$ cat src/rtl/dnat_pkg.sv
// Package for the dynamic NAT pool allocator: word types, verdict codes
// and configuration register indexes. No dependencies.
`timescale 1ns / 1ps
package dnat_pkg;

  typedef logic [1:0] verdict_t;
  localparam verdict_t V_PASS = 2'd0;
  localparam verdict_t V_HIT  = 2'd1;
  localparam verdict_t V_NEW  = 2'd2;
  localparam verdict_t V_DROP = 2'd3;

  typedef logic [1:0] cfg_idx_t;
  localparam cfg_idx_t CFG_POOL_BASE_IP     = 2'd0;
  localparam cfg_idx_t CFG_POOL_SIZE_IN_USE = 2'd1;
  localparam cfg_idx_t CFG_IDLE_TIMEOUT     = 2'd2;

  typedef struct packed {
    logic        is_ipv4;
    logic [31:0] src_ip;
    logic [63:0] now_ticks;
  } in_item_t;

  typedef struct packed {
    verdict_t    verdict;
    logic [31:0] out_src_ip;
    logic [5:0]  slot_index;
    logic [6:0]  released_count;
  } out_item_t;

  typedef struct packed {
    logic [31:0] pool_base_ip;
    logic [6:0]  pool_size_in_use;
    logic [63:0] idle_timeout;
  } cfg_t;

endpackage

$ cat src/rtl/dnat_if.sv
// Valid/ready channel interfaces for packet words and result words.
// Depends on dnat_pkg.
`timescale 1ns / 1ps
interface dnat_in_if;
  import dnat_pkg::*;
  logic     valid;
  logic     ready;
  in_item_t data;
  modport source (output valid, output data, input ready);
  modport sink (input valid, input data, output ready);
  modport monitor (input valid, input data, input ready);
endinterface


$ cat src/rtl/dnat_front.sv
// Front part: accepts packet words into a two-entry queue for the engine.
// Depends on dnat_pkg and dnat_if.
`timescale 1ns / 1ps
module dnat_front (
  input  logic      clk,
  input  logic      rst,
  dnat_in_if.sink   pkt_in,
  dnat_in_if.source q_out
);
  import dnat_pkg::*;

  in_item_t   slots [2];
  logic       wp;
  logic       rp;
  logic [1:0] cnt;
  logic       push;
  logic       pop;

  assign pkt_in.ready = (cnt != 2'd2);
  assign q_out.valid  = (cnt != 2'd0);
  assign q_out.data   = slots[rp];
  assign push = pkt_in.valid && pkt_in.ready;
  assign pop  = q_out.valid && q_out.ready;

  always_ff @(posedge clk) begin
    if (rst) begin
      wp  <= 1'b0;
      rp  <= 1'b0;
      cnt <= 2'd0;
    end else begin
      if (push) wp <= ~wp;
      if (pop) rp <= ~rp;
      if (push && !pop) cnt <= cnt + 2'd1;
      else if (pop && !push) cnt <= cnt - 2'd1;
    end
  end

  always_ff @(posedge clk) begin
    if (push) slots[wp] <= pkt_in.data;
  end
endmodule

$ cat src/flat_wrapper.sv
// flat-port wrapper written by rule: the top's interface ports become plain ports
module dnat_front_flat import dnat_pkg::*;
  (clk, rst, pkt_in_valid, pkt_in_data, pkt_in_ready, q_out_valid, q_out_data, q_out_ready);
  dnat_in_if pkt_in_i ();
  dnat_in_if q_out_i ();
  input  logic clk;
  input  logic rst;
  input wire logic [$bits(pkt_in_i.valid)-1:0] pkt_in_valid;
  input wire logic [$bits(pkt_in_i.data)-1:0] pkt_in_data;
  output wire logic [$bits(pkt_in_i.ready)-1:0] pkt_in_ready;
  output wire logic [$bits(q_out_i.valid)-1:0] q_out_valid;
  output wire logic [$bits(q_out_i.data)-1:0] q_out_data;
  input wire logic [$bits(q_out_i.ready)-1:0] q_out_ready;
  assign pkt_in_i.valid = pkt_in_valid;
  assign pkt_in_i.data = pkt_in_data;
  assign pkt_in_ready = pkt_in_i.ready;
  assign q_out_valid = q_out_i.valid;
  assign q_out_data = q_out_i.data;
  assign q_out_i.ready = q_out_ready;
  dnat_front u_core (.clk(clk), .rst(rst), .pkt_in(pkt_in_i), .q_out(q_out_i));
endmodule
$ cat config.mk
export PLATFORM = sky130hd
export DESIGN_NAME = dnat_front_flat
export DESIGN_NICKNAME = d
export VERILOG_FILES = /design/src/rtl/dnat_pkg.sv /design/src/rtl/dnat_if.sv /design/src/rtl/dnat_front.sv /design/src/flat_wrapper.sv
export SDC_FILE = /design/constraint.sdc
export NUM_CORES = 1
export LEC_CHECK = 0
export BUFFER_PORTS_ARGS = -buffer_cell sky130_fd_sc_hd__buf_2
export CORE_AREA = 2 2 170 189
export DETAILED_ROUTE_END_ITERATION = 12
export DIE_AREA = 0 0 172 191
export HOLD_SLACK_MARGIN = 0.02
export PLACE_DENSITY = 0.39
export SLEW_MARGIN = 20
export SYNTH_ARGS = -nofsm -noshare
export SYNTH_HDL_FRONTEND = slang
export SYNTH_SLANG_ARGS = --single-unit
$ cat constraint.sdc
create_clock -name clk -period 3.7 [get_ports clk]
set_input_delay 0.74 -clock clk [delete_from_list [all_inputs] [get_ports clk]]
set_output_delay 0.74 -clock clk [all_outputs]
set_load 0.005 [all_outputs]
==> results.toml <==
[logic_synthesis]
seq_area_frac_synth = 0.807
synthesis_warning_total = 0
ys_types = 19
synth-seq-cells = 199
synth_nets = 428
synthMuxAreaShare = 0.164
synth_simple_gate_area_frac = 0.00682
syn_area_um2 = 7340
synthesis.area_per_instance_um2 = 22.5
synth_fa_ha_area_frac = 0.00170
synth_top_family_by_area = "multiplexers"
synth-compound-area-share = 0.00409
synth-xor-area-share = 0.00358
synth_cells = 326

[global_routing]
wire_length_of_the_first_global_routing_pass_um = 23000
groute.usage.overall = 0.0948
initial_antenna_violation_count = 3
largest_net_degree_at_the_start_of_global_routing = 51
number_of_global_route_vias_before_repair = 4068
grt_remaining_overflow = 0

[power]
ir_drop_uv = 318
power_per_cell_area_nw_per_um2 = 650
leakage_nw = 3.46

[routing]
vias = 3738
vias_per_cell = 3.85
drt_iter0_drc = 137
routed_wire_length_per_instance_um = 16.0
first_pass_detailed_route_iteration_total = 4
post-route-drc-count = 0
detail-route-antenna-nets = 0
route.final.wire_length_um = 15500

[place]
detailed_place.area_um2 = 8870
place_hpwl_um = 10000
portBuffers = 199
pre_cts_slack_ps = 1190
gp_congestion = 0.692

[die]
floorplan.initialDensity = 0.237
die-width_um = 172
die_h_um = 191
std_cell_rows = 68
floorplan.io_pins = 200
design.core.area_um2 = 31000
die_area_um2 = 32900

[timing]
total_count_of_max_transition_violations_in_the_final_report = 0
finalSetupViolations = 0
max_slew_margin = 0.515
tightestPinTransition_ps = 728
period_share = 0.784
finalWorstPathRequiredPeriod_ps = 2900
achievable-frequency_mhz = 345
timing_hold_violations_final = 0
totalNegativeSetupSlack_ps = 0
grt_setup_unrepaired = "false"
finalWorstSetupSlack_ps = 797
final.setup_skew_ps = 17.8

[outcome]
run_status = "finished clean"

[clock_tree]
cts.hold.buffers_added = 0
clk_pin_slew_worst_paths_ps = 80
cts_tree = "done"
cts_buffers = 17
numClockSinks = 199
clock_tree.buffer_depth = 2
cts_htree_levels = 4
cts-resized-gates = 0
clock_insertion_delay_worst_skew_ps = 430
clock_root_buffer = "clkbuf_16"
cts_post_setup_buffers_inserted = 0

[setup_path]
cp.required_ps = 2960
critical_path.slowest_cell = "dfxtp_4"
timing.critical_path.fanout_max = 45
setup.worst_path.start_class = "flip-flop"
critical_path_arrival_ps = 2160
path_cells = "buf_4, mux2_2, buf_2"
crit_path_end_kind = "output pin"
setup.worst_path.class = "reg2out"
critical_path.max_stage_delay_ps = 830

[layout]
syn2layout_area_growth_pct = 28.5
utilization = 0.305
finish.instance_area_um2 = 9430
post_route_cells_drive_above_1_share = 0.608
finalNetCount = 641

[hold_path]
timing.hold.worst.class = "in2reg"

[job]
maxCapViolCount = 0
## kinds of logic (layout without fill, tap and decap cells)
| group | count (synthesis) | count (layout) |
|---|---|---|
| muxes | 97 | 97 |
| AOI/OAI and AO/OA | 5 | 5 |
| DFF | 199 | 199 |
| buffers and inverters | 12 | 237 |
| other | 0 | 1 |
| adders and majority gates | 1 | 1 |
| and+or+nand+nor | 9 | 9 |
| xor gates and xnor gates | 3 | 3 |
## layout make-up
| type | count | area [um2] |
|---|---|---|
| diodes | 1 | 2.50 |
| clock buffers | 18 | 429 |
| clock inverters | 13 | 133 |
| fillers | 3142 | 21500 |
| inverters | 1 | 6.26 |
| multi-input cells | 115 | 1330 |
| flip-flops and latches | 199 | 5930 |
| well taps | 420 | 526 |
| repair buffers | 205 | 1080 |
## metrics by stage
stage                     power [mW]  hold WS, ps  instances
after global routing            6.46          466        972
final                           6.13          497        972
after detailed placement        4.42          497        940
after global placement          4.40          489        940
after floorplan                 3.82          471        326
after CTS                       6.27          465        971
## metal layers
| metal | part of all wire | vias up | wire length (um) | GRT usage |
|---|---|---|---|---|
| li1 | - | 1721 | - | - |
| met1 | 0.40 | 1869 | 6230 | 0.103 |
| met2 | 0.50 | 125 | 7850 | 0.164 |
| met3 | 0.077 | 19 | 1190 | 0.0400 |
| met4 | 0.016 | 4 | 244 | 0.0359 |
| met5 | 0.0015 | - | 24 | 0 |
## registers in the layout, summed over array words and instances (netlist names), named ones only
name / cells
u_core.cnt: 2
u_core.slots: 194
u_core.wp: 1
u_core.rp: 1
## critical path, delay by kind of cell (launching register included)
| kind | cells | cell delay [ps] |
|---|---|---|
| DFF | 1 | 830 |
| buffers and inverters | 2 | 520 |
| muxes | 1 | 370 |
## cell usage after synthesis
cell type	n	share of area
buf_6	5	0.0077
nand2b_1	1	0.00085
ha_1	1	0.0017
xor2_1	3	0.0036
nand3b_1	1	0.0010
and3_1	1	0.00085
mux2_2	67	0.10
or2_2	1	0.00085
and2_1	1	0.00085
o21ai_0	2	0.0014
nor2_1	3	0.0015
a21bo_2	1	0.0014
a21oi_1	2	0.0014
dfxtp_1	5	0.014
mux2_4	30	0.061
edfxtp_1	194	0.79
or3_1	1	0.00085
inv_1	1	0.00051
buf_2	6	0.0041
## final timing paths
kind              cells after the start                       start                             to  slack (ps)
hold / removal                        1              pkt_in_data[2]   u_core.slots[1][2]$_DFFE_PP_         500
setup reg to reg                      4  u_core.cnt[0]$_SDFFE_PP0P_  u_core.slots[0][45]$_DFFE_PP_        1570
setup / recovery                      3                   flip-flop                 q_out_data[13]         800
hold reg to reg                       2  u_core.cnt[1]$_SDFFE_PP0P_     u_core.cnt[1]$_SDFFE_PP0P_         520
## where the power goes
group,internal [mW],switching [mW]
sequential,2.82,0.147
combinational,0.738,0.619
clock,0.990,0.820
## layout by cell type, fill, tap and decap left out, drive strengths merged, types with 2 or more instances in the layout
master / count
o21ai: 2
nor2: 3
clkinvlp: 2
edfxtp: 194
mux2: 97
xor2: 3
clkbuf: 18
clkinv: 8
a21oi: 2
bufinv: 2
buf: 205
inv: 2
dfxtp: 5
(Power assumes the default switching activity.)
